[config.mk]
export PLATFORM = sky130hd
export DESIGN_NAME = lru_key_value_cache
export DESIGN_NICKNAME = d
export VERILOG_FILES = /design/src/lkv_pkg.sv /design/src/lkv_cell.sv /design/src/lru_key_value_cache.sv
export SDC_FILE = /design/constraint.sdc
export NUM_CORES = 1
export LEC_CHECK = 0
export CORE_MARGIN = 2
export CORE_UTILIZATION = 45
export DETAILED_ROUTE_END_ITERATION = 6
export DONT_BUFFER_PORTS = 1
export GPL_TIMING_DRIVEN = 0
export PLACE_DENSITY = 0.7
export REMOVE_ABC_BUFFERS = 1
export SLEW_MARGIN = 0
export SYNTH_ARGS = -nofsm -noshare
export SYNTH_HDL_FRONTEND = slang
export SYNTH_SLANG_ARGS = --single-unit
[constraint.sdc]
create_clock -name clk -period 11.3 [get_ports clk]
set_clock_uncertainty 0.1 [all_clocks]
set_input_delay 2.26 -clock clk [delete_from_list [all_inputs] [get_ports clk]]
set_output_delay 2.26 -clock clk [all_outputs]
set_load 0.05 [all_outputs]
[src/lkv_pkg.sv]
// ----------------------------------------------------------------------------
// lkv_pkg: shared types and constants of the lru key/value cache
// Entry width, store depth, cell control group and sequencer states.
// ----------------------------------------------------------------------------
`default_nettype none

package lkv_pkg;

	localparam int NumEntries = 16;
	localparam int KeyBits    = 32;
	localparam int ValueBits  = 32;
	localparam int CapBits    = 5;
	localparam int CountBits  = $clog2(NumEntries + 1);
	localparam int DataBits   = 32;
	localparam int AddrBits   = 3;

	localparam logic [CapBits-1:0] CapReset = CapBits'(16);

	// register indexes
	localparam logic RegCapacity = 1'b0;

	// operation codes
	localparam logic CmdGet = 1'b0;
	localparam logic CmdPut = 1'b1;

	typedef struct packed {
		logic                 valid;
		logic [KeyBits-1:0]   key;
		logic [ValueBits-1:0] value;
	} entry_t;

	typedef struct packed {
		logic lookup;
		logic shift;
	} cell_ctl_t;

	typedef enum logic [1:0] {
		ST_IDLE,
		ST_LOOK,
		ST_UPDATE
	} state_t;

endpackage

`default_nettype wire

[src/lkv_cell.sv]
// ----------------------------------------------------------------------------
// lkv_cell: one slot of the recency-ordered entry chain
// Holds one entry, compares it against the probe key and takes its
// neighbor's entry when the chain shifts.
// ----------------------------------------------------------------------------
`default_nettype none

module lkv_cell (
	input  wire                         clk,
	input  wire                         arst_n,
	input  wire lkv_pkg::cell_ctl_t     ctl,
	input  wire [lkv_pkg::KeyBits-1:0]  probe_key,
	input  wire lkv_pkg::entry_t        prev,
	output lkv_pkg::entry_t             cur,
	output logic                        match
);
	import lkv_pkg::*;

	logic                 valid_q;
	logic [KeyBits-1:0]   key_q;
	logic [ValueBits-1:0] value_q;
	logic                 match_q;

	always_ff @(posedge clk or negedge arst_n) begin
		if (!arst_n) begin
			valid_q <= 1'b0;
			match_q <= 1'b0;
		end else begin
			if (ctl.shift) begin
				valid_q <= prev.valid;
			end
			if (ctl.lookup) begin
				match_q <= valid_q && (key_q == probe_key);
			end
		end
	end

	always_ff @(posedge clk) begin
		if (ctl.shift) begin
			key_q   <= prev.key;
			value_q <= prev.value;
		end
	end

	assign cur.valid = valid_q;
	assign cur.key   = key_q;
	assign cur.value = value_q;
	assign match     = match_q;

endmodule

`default_nettype wire

[src/lru_key_value_cache.sv]
// ----------------------------------------------------------------------------
// lru_key_value_cache: fully associative key/value store, lru replacement
// Chain of cells kept in recency order, most recent entry in cell 0.
// ----------------------------------------------------------------------------
// Usage:
//   s_axis carries one request: tuser is the command (0 get, 1 put), tdata
//   holds the key in bits 31:0 and the put value in bits 63:32.
//   m_axis returns one response per request: tdata is the read value (stored
//   value on a get hit, all ones on a get miss, zero for a put), tuser bit 0
//   is hit, bit 1 is evicted.
//   The apb port holds capacity_limit at address 0 (0 acts as 1, values above
//   the store depth saturate); write it only while no request is in flight.
//   Each request passes through three steps: accept, a lookup step where every cell
//   compares its key against the probe, and an update step where the chain
//   shifts the hit or new entry to the front and the response is registered.
//   A new request is accepted only in idle, once the previous one has left the
//   update step; a stalled response holds the update step, so at most one
//   response waits in the output register while the next request is taken.
//   Reset empties the store and sets capacity_limit to 16; no clearing pass.
// ----------------------------------------------------------------------------
`default_nettype none

module lru_key_value_cache (
	input  wire                                clk,
	input  wire                                arst_n,
	// apb configuration
	input  wire                                psel,
	input  wire                                penable,
	input  wire                                pwrite,
	input  wire  [lkv_pkg::AddrBits-1:0]       paddr,
	input  wire  [lkv_pkg::DataBits-1:0]       pwdata,
	output logic [lkv_pkg::DataBits-1:0]       prdata,
	output logic                               pready,
	// request stream
	input  wire                                s_axis_tvalid,
	output logic                               s_axis_tready,
	input  wire  [63:0]                        s_axis_tdata,  // key, write_value
	input  wire                                s_axis_tuser,  // command
	// response stream
	output logic                               m_axis_tvalid,
	input  wire                                m_axis_tready,
	output logic [31:0]                        m_axis_tdata,  // read_value
	output logic [1:0]                         m_axis_tuser   // hit, evicted
);
	import lkv_pkg::*;

	state_t state_q, state_d;

	logic [CapBits-1:0]   cap_q;
	logic [CountBits-1:0] count_q;

	logic                 cmd_q;
	logic [KeyBits-1:0]   key_q;
	logic [ValueBits-1:0] wval_q;

	logic        out_valid_q;
	logic [31:0] out_data_q;
	logic [1:0]  out_user_q;

	entry_t    chain [NumEntries+1];
	cell_ctl_t ctl   [NumEntries];
	logic [NumEntries-1:0] match_vec;
	logic [NumEntries-1:0] valid_vec;

	logic                 accept;
	logic                 do_update;
	logic                 any_hit;
	logic                 full;
	logic [ValueBits-1:0] hit_value;
	entry_t               head;

	// configuration
	assign pready = 1'b1;

	always_ff @(posedge clk or negedge arst_n) begin
		if (!arst_n) begin
			cap_q <= CapReset;
		end else if (psel && penable && pwrite && pready && paddr[2] == RegCapacity
				&& paddr[1:0] == 2'b00) begin
			cap_q <= pwdata[CapBits-1:0];
		end
	end

	always_comb begin
		prdata = '0;
		if (paddr[2] == RegCapacity) begin
			prdata[CapBits-1:0] = cap_q;
		end
	end

	// sequencer
	assign accept        = s_axis_tvalid && s_axis_tready;
	assign s_axis_tready = (state_q == ST_IDLE);
	assign do_update     = (state_q == ST_UPDATE) && (!out_valid_q || m_axis_tready);

	always_ff @(posedge clk or negedge arst_n) begin
		if (!arst_n) begin
			state_q <= ST_IDLE;
		end else begin
			state_q <= state_d;
		end
	end

	always_comb begin
		state_d = state_q;
		case (state_q)
			ST_IDLE: begin
				if (accept) begin
					state_d = ST_LOOK;
				end
			end
			ST_LOOK: begin
				state_d = ST_UPDATE;
			end
			ST_UPDATE: begin
				if (do_update) begin
					state_d = ST_IDLE;
				end
			end
			default: begin
				state_d = ST_IDLE;
			end
		endcase
	end

	always_ff @(posedge clk) begin
		if (accept) begin
			cmd_q  <= s_axis_tuser;
			key_q  <= s_axis_tdata[KeyBits-1:0];
			wval_q <= s_axis_tdata[63:32];
		end
	end

	// hit value and occupancy
	always_comb begin
		hit_value = '0;
		for (int i = 0; i < NumEntries; i++) begin
			hit_value = hit_value | ({ValueBits{match_vec[i]}} & chain[i+1].value);
		end
	end

	assign any_hit = |match_vec;

	always_comb begin
		int eff;
		eff = int'(cap_q);
		if (eff < 1) begin
			eff = 1;
		end
		if (eff > NumEntries) begin
			eff = NumEntries;
		end
		full = int'(count_q) >= eff;
	end

	always_comb begin
		head.valid = 1'b1;
		head.key   = key_q;
		head.value = (cmd_q == CmdPut) ? wval_q : hit_value;
	end

	// shift enables: a hit moves cells up to the hit slot, an insert moves
	// the occupied run (plus one free slot when not full)
	always_comb begin
		int last;
		last = full ? int'(count_q) - 1 : int'(count_q);
		for (int i = 0; i < NumEntries; i++) begin
			ctl[i].lookup = (state_q == ST_LOOK);
			if (!do_update) begin
				ctl[i].shift = 1'b0;
			end else if (any_hit) begin
				ctl[i].shift = |(match_vec >> i);
			end else begin
				ctl[i].shift = (cmd_q == CmdPut) && (i <= last);
			end
		end
	end

	assign chain[0] = head;

	for (genvar g = 0; g < NumEntries; g++) begin : g_cell
		lkv_cell u_cell (
			.clk       (clk),
			.arst_n    (arst_n),
			.ctl       (ctl[g]),
			.probe_key (key_q),
			.prev      (chain[g]),
			.cur       (chain[g+1]),
			.match     (match_vec[g])
		);
		assign valid_vec[g] = chain[g+1].valid;
	end

	always_ff @(posedge clk or negedge arst_n) begin
		if (!arst_n) begin
			count_q <= '0;
		end else if (do_update && !any_hit && cmd_q == CmdPut && !full) begin
			count_q <= count_q + 1'b1;
		end
	end

	// response register
	always_ff @(posedge clk or negedge arst_n) begin
		if (!arst_n) begin
			out_valid_q <= 1'b0;
		end else if (do_update) begin
			out_valid_q <= 1'b1;
		end else if (m_axis_tready) begin
			out_valid_q <= 1'b0;
		end
	end

	always_ff @(posedge clk) begin
		if (do_update) begin
			if (cmd_q == CmdPut) begin
				out_data_q <= '0;
			end else if (any_hit) begin
				out_data_q <= hit_value;
			end else begin
				out_data_q <= '1;
			end
			out_user_q <= {(cmd_q == CmdPut) && !any_hit && full, any_hit};
		end
	end

	assign m_axis_tvalid = out_valid_q;
	assign m_axis_tdata  = out_data_q;
	assign m_axis_tuser  = out_user_q;

	// checks
	a_count_range: assert property (@(posedge clk) disable iff (!arst_n)
		int'(count_q) <= NumEntries)
		else $error("occupancy above store depth");

	a_count_valid: assert property (@(posedge clk) disable iff (!arst_n)
		$countones(valid_vec) == int'(count_q))
		else $error("occupancy does not match valid cells");

	a_valid_packed: assert property (@(posedge clk) disable iff (!arst_n)
		(valid_vec & (valid_vec + 1'b1)) == '0)
		else $error("valid cells not packed at the front of the chain");

	a_single_match: assert property (@(posedge clk) disable iff (!arst_n)
		state_q == ST_UPDATE |-> $onehot0(match_vec))
		else $error("key present in more than one cell");

	a_accept_look: assert property (@(posedge clk) disable iff (!arst_n)
		accept |=> state_q == ST_LOOK)
		else $error("request accepted without lookup");

endmodule

`default_nettype wire
=== After elaboration in Yosys (flattened, before gate mapping) ===
Index checks and enable logic that the tools add are counted.

* Output and inout bits: 69
* Word-level logic and storage cells: 255
* Bits in registers: 1168
* Bits of input ports: 107

* Muxes and demuxes: 43
* Magnitude comparators: 19
* Bitwise gates (word level): 32
* Reductions and logical operators: 66
* Equality and inequality tests: 20
* Add/sub/neg operators: 2

{| class="wikitable"
|+ Operator list
! operator !! count
|-
| bitwise AND 32 bit || 16
|-
| == test 32 bit || 16
|-
| bitwise OR 32 bit || 15
|-
| less-or-equal comparator 5 x 32 -> 1 bit (first input constant) || 8
|-
| less-or-equal comparator 4 x 32 -> 1 bit (first input constant) || 4
|-
| 2-to-1 mux 32 bit || 3
|-
| less-or-equal comparator 3 x 32 -> 1 bit (first input constant) || 2
|-
| logical AND 1 bit || 43
|-
| 2-to-1 mux 1 bit || 34
|-
| greater-or-equal comparator 6 x 32 -> 1 bit || 1
|-
| > comparator 32 x 6 -> 1 bit (second input constant) || 1
|-
| less-or-equal comparator 1 x 32 -> 1 bit (first input constant) || 1
|-
| less-or-equal comparator 2 x 32 -> 1 bit (first input constant) || 1
|-
| OR reduction 16 bit || 1
|-
| 2-to-1 mux 5 bit || 3
|-
| OR reduction 15 bit || 1
|-
| OR reduction 14 bit || 1
|-
| OR reduction 13 bit || 1
|-
| OR reduction 12 bit || 1
|-
| OR reduction 11 bit || 1
|-
| OR reduction 10 bit || 1
|-
| OR reduction 9 bit || 1
|-
| OR reduction 8 bit || 1
|-
| OR reduction 7 bit || 1
|-
| 20 further kinds || 24
|}

=== Longest topological paths before layout ===
Gate-level depths: netlist of the first run.

* Depth in word-level cells: 17
* Mapped depth: 12
* Mapped depth without buffers: 11

=== By module ===
Synthesis of the first run repeated with hierarchy kept, for this count alone.

* Cell total of the unflattened synthesis: 2645
* Area total of the unflattened synthesis: 45768.9 µm²

{| class="wikitable"
|+ By module, submodules not included
! module !! cells an instance !! area each (µm²) !! instances !! sequential area each (µm²)
|-
| lkv_cell || 113 || 2356.0 || 16 || 1971.9
|-
| lru_key_value_cache || 837 || 8072.7 || 1 || 3299.4
|}

=== Least setup slack after synthesis of the first run ===
No wires, ideal clock.

* Kind: input-to-reg
* Start point: input m_axis_tready
* End point: register g_cell[7].u_cell.valid_q
* Setup time: 0.130 ns
* Buffers on the path: 0
* Setup slack: 2.971 ns
* Arrival time: 8.099 ns
* Required time: 11.070 ns
* Stages: 5
* Path through: nand2b_1 > nand2b_1 > a21oi_1 > o311a_1 > mux2_1

{| class="wikitable"
|+ RTL lines
! element !! RTL line !! RTL
|-
| start, declared || lru_key_value_cache.sv:41 || <nowiki>input wire m_axis_tready,</nowiki>
|-
| end signal, assigned || lkv_cell.sv:30 || <nowiki>valid_q <= prev.valid;</nowiki>
|-
| end, declared || lkv_cell.sv:19 || <nowiki>logic valid_q;</nowiki>
|}

=== Final worst setup path of the first run ===
* Start point: input paddr[2] (netlist bit)
* End point: output prdata[1] (netlist bit)

* Longest elaborated chain between the ends: 1

{| class="wikitable"
|+ RTL lines
! element !! RTL line !! RTL
|-
| start, declared || lru_key_value_cache.sv:30 || <nowiki>input wire [lkv_pkg::AddrBits-1:0] paddr,</nowiki>
|-
| 2-to-1 mux 5 bit || lru_key_value_cache.sv:86 || <nowiki>if (paddr[2] == RegCapacity) begin</nowiki>
|-
| end, declared || lru_key_value_cache.sv:32 || <nowiki>output logic [lkv_pkg::DataBits-1:0] prdata,</nowiki>
|}

Every way passes these cells.

==> impl_metrics.ini, run 1 <==
[finish]
fin_util_pct = 51.1
layout-drive-gt1-share_pct = 10.3
syn2layout_area_growth_pct = 13.0
final_cell_mix = edfxtp_1 (1,123), xor2_1 (370), xnor2_1 (146)
final_common_cell = edfxtp_1
nNetsFinal = 2841
final_cells = 4189

[detailed_routing]
ant_nets = 0
vias = 24800
drtIter0Drc = 2768
drt-total-wl_um = 112000
drt-wirelength-per-cell_um = 26.7
drc = 0
first_pass_iters = 5
vias_per_cell = 5.93

[clock_network]
cts.sinks = 1168
path_clk_slew_ps = 60
postCtsResizedCells = 0
numCtsBuffers = 113
cts-root-buf = clkbuf_16
clk_path_buf_depth = 3
post_cts_buffers = 0
cts-hold-fix-buffers = 0
tritoncts = yes
h-tree-depth = 3
clock_latency_ps = 680

[grt]
antenna_found_initial = 1
first_global_vias = 25700
grt_max_degree = 56
grt_overflow = 0
grt_pass1_wl_um = 164000
track_usage_pct = 21.2

[hold_path]
min-delay-path-class = flop to flop
min_delay_path_depth = 0

[worst_setup_path]
critical_path.top_delay_family = simple AND/OR/NAND/NOR gates
reg2reg_depth = 12
crit_end = prdata[1]
endpoint_kind = primary output
max_stage_delay_ps = 710
crit_cells = 1
worstPathCellList = nor2b_1
critPathSlowestCell = nor2b_1
worstSetupPathType = input port to primary output
startpoint = paddr[2]
cp.required_ps = 8940
reg2reg_from = g_cell[8].u_cell.match$_DFFE_PN0N_
r2r_end = g_cell[9].u_cell.key_q[23]$_DFFE_PP_
cp-start-kind = input port
critPathMaxFanout = 6
reg2reg_setup_slack_ps = 6520
cp.arrival_ps = 2970
worst-path-buf-inv = 0

[floorplan]
start_util_pct = 45.2
core_region_area_um2 = 101000
die_x_um = 323
rows = 117
die_height_um = 323
io_pins = 176
die_area_um2 = 105000

[yosys]
syn_area_um2 = 45900
synth_top_flop_cell = edfxtp_1
ys_seq_area_share_pct = 75.9
synth.top_cell.area_share_pct = 73.5
synth-edff-count = 1123
async_reset_ff_share_pct = 3.85
yosys.area.top_type = edfxtp_1
synth_seq_cells = 1168
ys.warnings.count = 0
synth.area.top_cells = edfxtp_1 (73%), xor2_1 (7.1%), xnor2_1 (2.8%), dfrtp_1 (2.4%), a22oi_1 (2.1%)
synth.distinct_cells = 68
syn_avg_cell_area_um2 = 17.0
syn_inst = 2700

[status]
status = finished, final reports clean

[timing]
setup_viol = 0
fmax_mhz = 188
maxSlewHeadroom_pct = 3.75
whs_ps = 346
finalHoldViolCount = 0
rsz0062_at_grt = no
worst_pin_slew_ps = 1440
fin_crit_sh_pct = 47.2
drv_slew = 0
period_needed_ps = 5330
fin_tns_setup_ps = 0

[place]
placed_cells = 3980
portBuffers = 0
place_congestion = 0.922
place.detailed.hpwl_um = 73200

[pwr]
internal_power_mw = 7.61
p_comb_share_pct = 10.4
p_per_area_nw_per_um2 = 199
p_sw_share_pct = 26.2
ir_drop_v = 0.000241
seqPwrFrac_pct = 54.5
p_leak_nw = 17.0
power_switching_mw = 2.70
p_clk_share_pct = 35.1

[run]
cap_violations = 0
[registers in the layout, summed over array words and instances (netlist names)]
signal,count
m_axis_tdata,32
count_q,5
cap_q,5
g_cell.u_cell.match,16
m_axis_tuser,2
cmd_q,1
state_q,2
g_cell.u_cell.valid_q,16
wval_q,32
g_cell.u_cell.value_q,512
key_q,32
g_cell.u_cell.key_q,512
m_axis_tvalid,1
[metal layers]
layer | global-route usage [%] | vias to the layer above | part of all wire [%]
met5 | 0 | - | 0.012
met4 | 9.28 | 2 | 4.4
met3 | 4.41 | 336 | 9.8
met2 | 34.9 | 1625 | 48
met1 | 27.2 | 12400 | 38
li1 | - | 10400 | -
[how the worst min path moves through the flow]
stage / start / slack (ps) / end
after floorplan: g_cell[2].u_cell.value_q[29]$_DFFE_PP_ / 330 / g_cell[3].u_cell.value_q[29]$_DFFE_PP_
after global placement: g_cell[12].u_cell.value_q[11]$_DFFE_PP_ / 330 / g_cell[13].u_cell.value_q[11]$_DFFE_PP_
after detailed placement: g_cell[7].u_cell.value_q[22]$_DFFE_PP_ / 330 / g_cell[8].u_cell.value_q[22]$_DFFE_PP_
after CTS: g_cell[2].u_cell.value_q[20]$_DFFE_PP_ / 340 / g_cell[3].u_cell.value_q[20]$_DFFE_PP_
after global routing: g_cell[0].u_cell.value_q[29]$_DFFE_PP_ / 360 / g_cell[1].u_cell.value_q[29]$_DFFE_PP_
final: g_cell[3].u_cell.value_q[27]$_DFFE_PP_ / 350 / g_cell[4].u_cell.value_q[27]$_DFFE_PP_
[final cells by class]
type                       instances  area [µm²]
antenna                            1        2.50
tap                             1368        1710
timing repair buffer              66        1270
inverter                          40         151
clock buffer                     143        3000
multi-input combinational       1338       10300
clock inverter                    65         518
sequential                      1168       34900
fill                            7978       49600
[kinds of logic after synthesis]
| kind of cell | share of synthesized area (%) |
|---|---|
| flops | 75.9 |
| xor+xnor | 9.85 |
| simple gates | 4.51 |
| compound gates | 6.15 |
| buf+inv | 2.06 |
| mux | 1.30 |
| fa+ha+maj | 0.191 |
| other cells | 0.0164 |
[power groups by stage]
| stage | Sequential, mW | Clock (mW) | Combinational [mW] |
|---|---|---|---|
| 2_1_floorplan | 5.60 | 0 | 0.659 |
| 4_1_cts | 5.62 | 3.65 | 1.06 |
| 6_report | 5.62 | 3.62 | 1.07 |
| 3_3_place_gp | 5.77 | 0 | 0.916 |
| 3_5_place_dp | 5.71 | 0 | 1.05 |
| 5_1_grt | 5.66 | 3.82 | 1.14 |
[synthesized netlist by cell type (all sizes together), types with 3 or more instances]
cell type and n:
edfxtp 1123, xor2 370, xnor2 146, a22oi 128
clkbuf 115, nor4 98, a22o 81, nand3 71
buf 65, nand4 65, a221oi 64, nor2 53
dfrtp 44, inv 39, a21oi 38, mux2i 37
mux2 20, nand2 20, nor3 19, o21ai 16
nand2b 10, nor2b 8, ha 7, or2 6
or3 5, or4 5, and2 4, o211ai 4
a21boi 3, o311a 3, o31ai 3
[metrics by stage]
stage / power, mW / cell area (µm²) / worst slack [ps]
detailed placement: 6.76 / 48300 / 5560
global placement: 6.69 / 46900 / -2580
CTS: 10.3 / 51900 / 5970
global route: 10.6 / 51900 / 5950
finish: 10.3 / 51900 / 5970
floorplan: 6.26 / 45200 / 2970
(Power assumes the default switching activity.)
==> run 2, diff against run 1 <==
Settings changed: ABC_AREA set to 1.
Clock period 11.3 ns to 5.1 ns, I/O delays scaled along.
==> impl_metrics.ini, run 2 <==
[pwr]
p_per_area_nw_per_um2 = 464
ir_drop_v = 0.000334
p_leak_nw = 17.7

[timing]
period_needed_ps = 4510
rsz0062_at_grt = no
maxSlewHeadroom_pct = 14.0
setup_viol = 0
drv_slew = 0
fmax_mhz = 222
fin_crit_sh_pct = 88.4
fin_tns_setup_ps = 0
worst_pin_slew_ps = 1290
finalHoldViolCount = 0
whs_ps = 54.7

[clock_network]
h-tree-depth = 3
clock_latency_ps = 700
cts-root-buf = clkbuf_16
path_clk_slew_ps = 60
cts.sinks = 1168
numCtsBuffers = 114
tritoncts = yes
clk_path_buf_depth = 3
post_cts_buffers = 0

[floorplan]
die_height_um = 326
die_area_um2 = 107000
core_region_area_um2 = 103000
die_x_um = 326
io_pins = 176
start_util_pct = 45.2
rows = 118

[yosys]
syn_area_um2 = 46800
yosys-top-cells-count = edfxtp_1 (1,123), nand2_1 (625), xnor2_1 (249)
synth.top_cell.area_share_pct = 72.1
async_reset_ff_share_pct = 3.85
ys_seq_area_share_pct = 74.5
syn_inst = 3258
ys.warnings.count = 0
syn_avg_cell_area_um2 = 14.4
yosys.area.top_type = edfxtp_1
synth_top_flop_cell = edfxtp_1
synth_seq_cells = 1168
synth.area.top_cells = edfxtp_1 (72%), nand2_1 (5.0%), xnor2_1 (4.7%), xor2_1 (2.5%), dfrtp_1 (2.4%)
synth.most_common_cell = edfxtp_1
synth.distinct_cells = 53
synth-edff-count = 1123

[finish]
nNetsFinal = 3390
layout-drive-gt1-share_pct = 9.91
final_cell_mix = edfxtp_1 (1,123), nand2_1 (620), xnor2_1 (249)
final_cells = 4751
fillCellCount = 8471
fin_area_um2 = 52400
final_common_cell = edfxtp_1
syn2layout_area_growth_pct = 12.1
reg.largest.list = g_cell.u_cell.key_q x512, g_cell.u_cell.value_q x512

[worst_setup_path]
worst-path-buf-inv = 2
critical_path.top_delay_family = simple AND/OR/NAND/NOR gates
critPathMaxFanout = 66
cp.arrival_ps = 4700
critPathSlowestCell = and3_4
r2r_end = g_cell[12].u_cell.key_q[20]$_DFFE_PP_
endpoint_kind = flop
max_stage_delay_ps = 1070
startpoint = cap_q[2]$_DFFE_PN0P_
worstPathCellList = inv_1, nand3_1, o21ai_0, nand2_1, ha_1, a21oi_1, nand2_1, nand2_2, nand3_4, nand2_2, nand2_1, nand2_1, nand2_1, inv_4, and3_4
cp-start-kind = flop
worstSetupPathType = flop to flop
cp.required_ps = 5300
cp_common_cell = nand2_1
reg2reg_setup_slack_ps = 590
reg2reg_depth = 15
reg2reg_from = cap_q[2]$_DFFE_PN0P_

[place]
place_congestion = 0.839
portBuffers = 0
place.detailed.hpwl_um = 75200
place_area_um2 = 48800
placed_cells = 4539

[status]
status = finished, final reports clean

[detailed_routing]
vias_per_cell = 5.68
drtIter0Drc = 3150
drc = 0
first_pass_iters = 5
drt-total-wl_um = 118000
ant_nets = 0
drt-wirelength-per-cell_um = 24.8
vias = 27000

[grt]
antenna_found_initial = 3
grt_max_degree = 67
first_global_vias = 26900
grt_overflow = 0
grt_pass1_wl_um = 171000
track_usage_pct = 21.9

[run]
cap_violations = 0

[hold_path]
min-delay-path-class = input port to asynchronous set/reset pin
run 2: logic make-up after synthesis:
group                    Yosys count  share of synthesized area [%]
XOR/XNOR                         384                           7.19
AO/OA/AOI/OAI                    233                           3.91
adder cells (fa/ha/maj)            7                          0.187
other                              2                         0.0161
flip-flops                      1168                           74.5
buffers and inverters            284                           2.64
AND/OR/NAND/NOR                 1180                           11.5
run 2: worst max-delay path by stage:
stage	depth (start not counted)	slack, ps	endpoint
3_5_place_dp	15	750	g_cell[12].u_cell.key_q[20]$_DFFE_PP_
6_report	15	590	g_cell[12].u_cell.key_q[20]$_DFFE_PP_
5_1_grt	15	380	g_cell[12].u_cell.key_q[18]$_DFFE_PP_
4_1_cts	15	720	g_cell[12].u_cell.key_q[20]$_DFFE_PP_
3_3_place_gp	1	-5240	key_q[1]$_DFFE_PP_
2_1_floorplan	1	-1300	cmd_q$_DFFE_PP_
run 2: power breakdown:
group / internal [mW] / total (mW) / switching, mW
registers: 12.0 / 13.0 / 1.02
clock network: 4.62 / 8.25 / 3.63
logic: 0.933 / 3.05 / 2.12
run 2: metrics by stage:
| step | total power [mW] | utilization (%) | setup WS (ps) |
|---|---|---|---|
| after floorplan | 14.9 | - | -1300 |
| after global placement | 16.1 | 46.2 | -5240 |
| after detailed placement | 16.2 | 47.2 | 748 |
| after CTS | 24.4 | 50.7 | 717 |
| after global routing | 25.1 | 50.7 | 375 |
| final | 24.3 | 50.7 | 594 |
run 2: worst reg2reg max path, delay by kind of cell, from the launching register on:
family | cells | cell delay (ps)
buf+inv | 2 | 520
compound gates | 2 | 400
flops | 1 | 380
simple gates | 10 | 2270
fa+ha+maj | 1 | 340
run 2: timing repair:
| action | in CTS | in global routing |
|---|---|---|
| resized for setup | 0 | 0 |
| endpoints found under the hold margin | 44 | 0 |
| hold buffers | 1 | 0 |
run 2: layout make-up:
class | instances | area [µm²] | area share [%]
sequential | 1168 | 34900 | 66.5
clock buffer | 148 | 3000 | 5.72
inverter | 116 | 453 | 0.864
tap | 1380 | 1730 | 3.29
multi-input combinational | 1832 | 10800 | 20.7
antenna | 1 | 2.50 | 0.00477
timing repair buffer | 44 | 941 | 1.79
clock inverter | 62 | 604 | 1.15
run 2: routing by layer:
layer / GRT usage (%) / routed length, µm / vias up
met3: 5.69 / 12900 / 235
met5: 0 / 9 / -
li1: - / - / 11800
met1: 28.7 / 45200 / 13500
met2: 35.7 / 56100 / 1521
met4: 6.89 / 3500 / 2
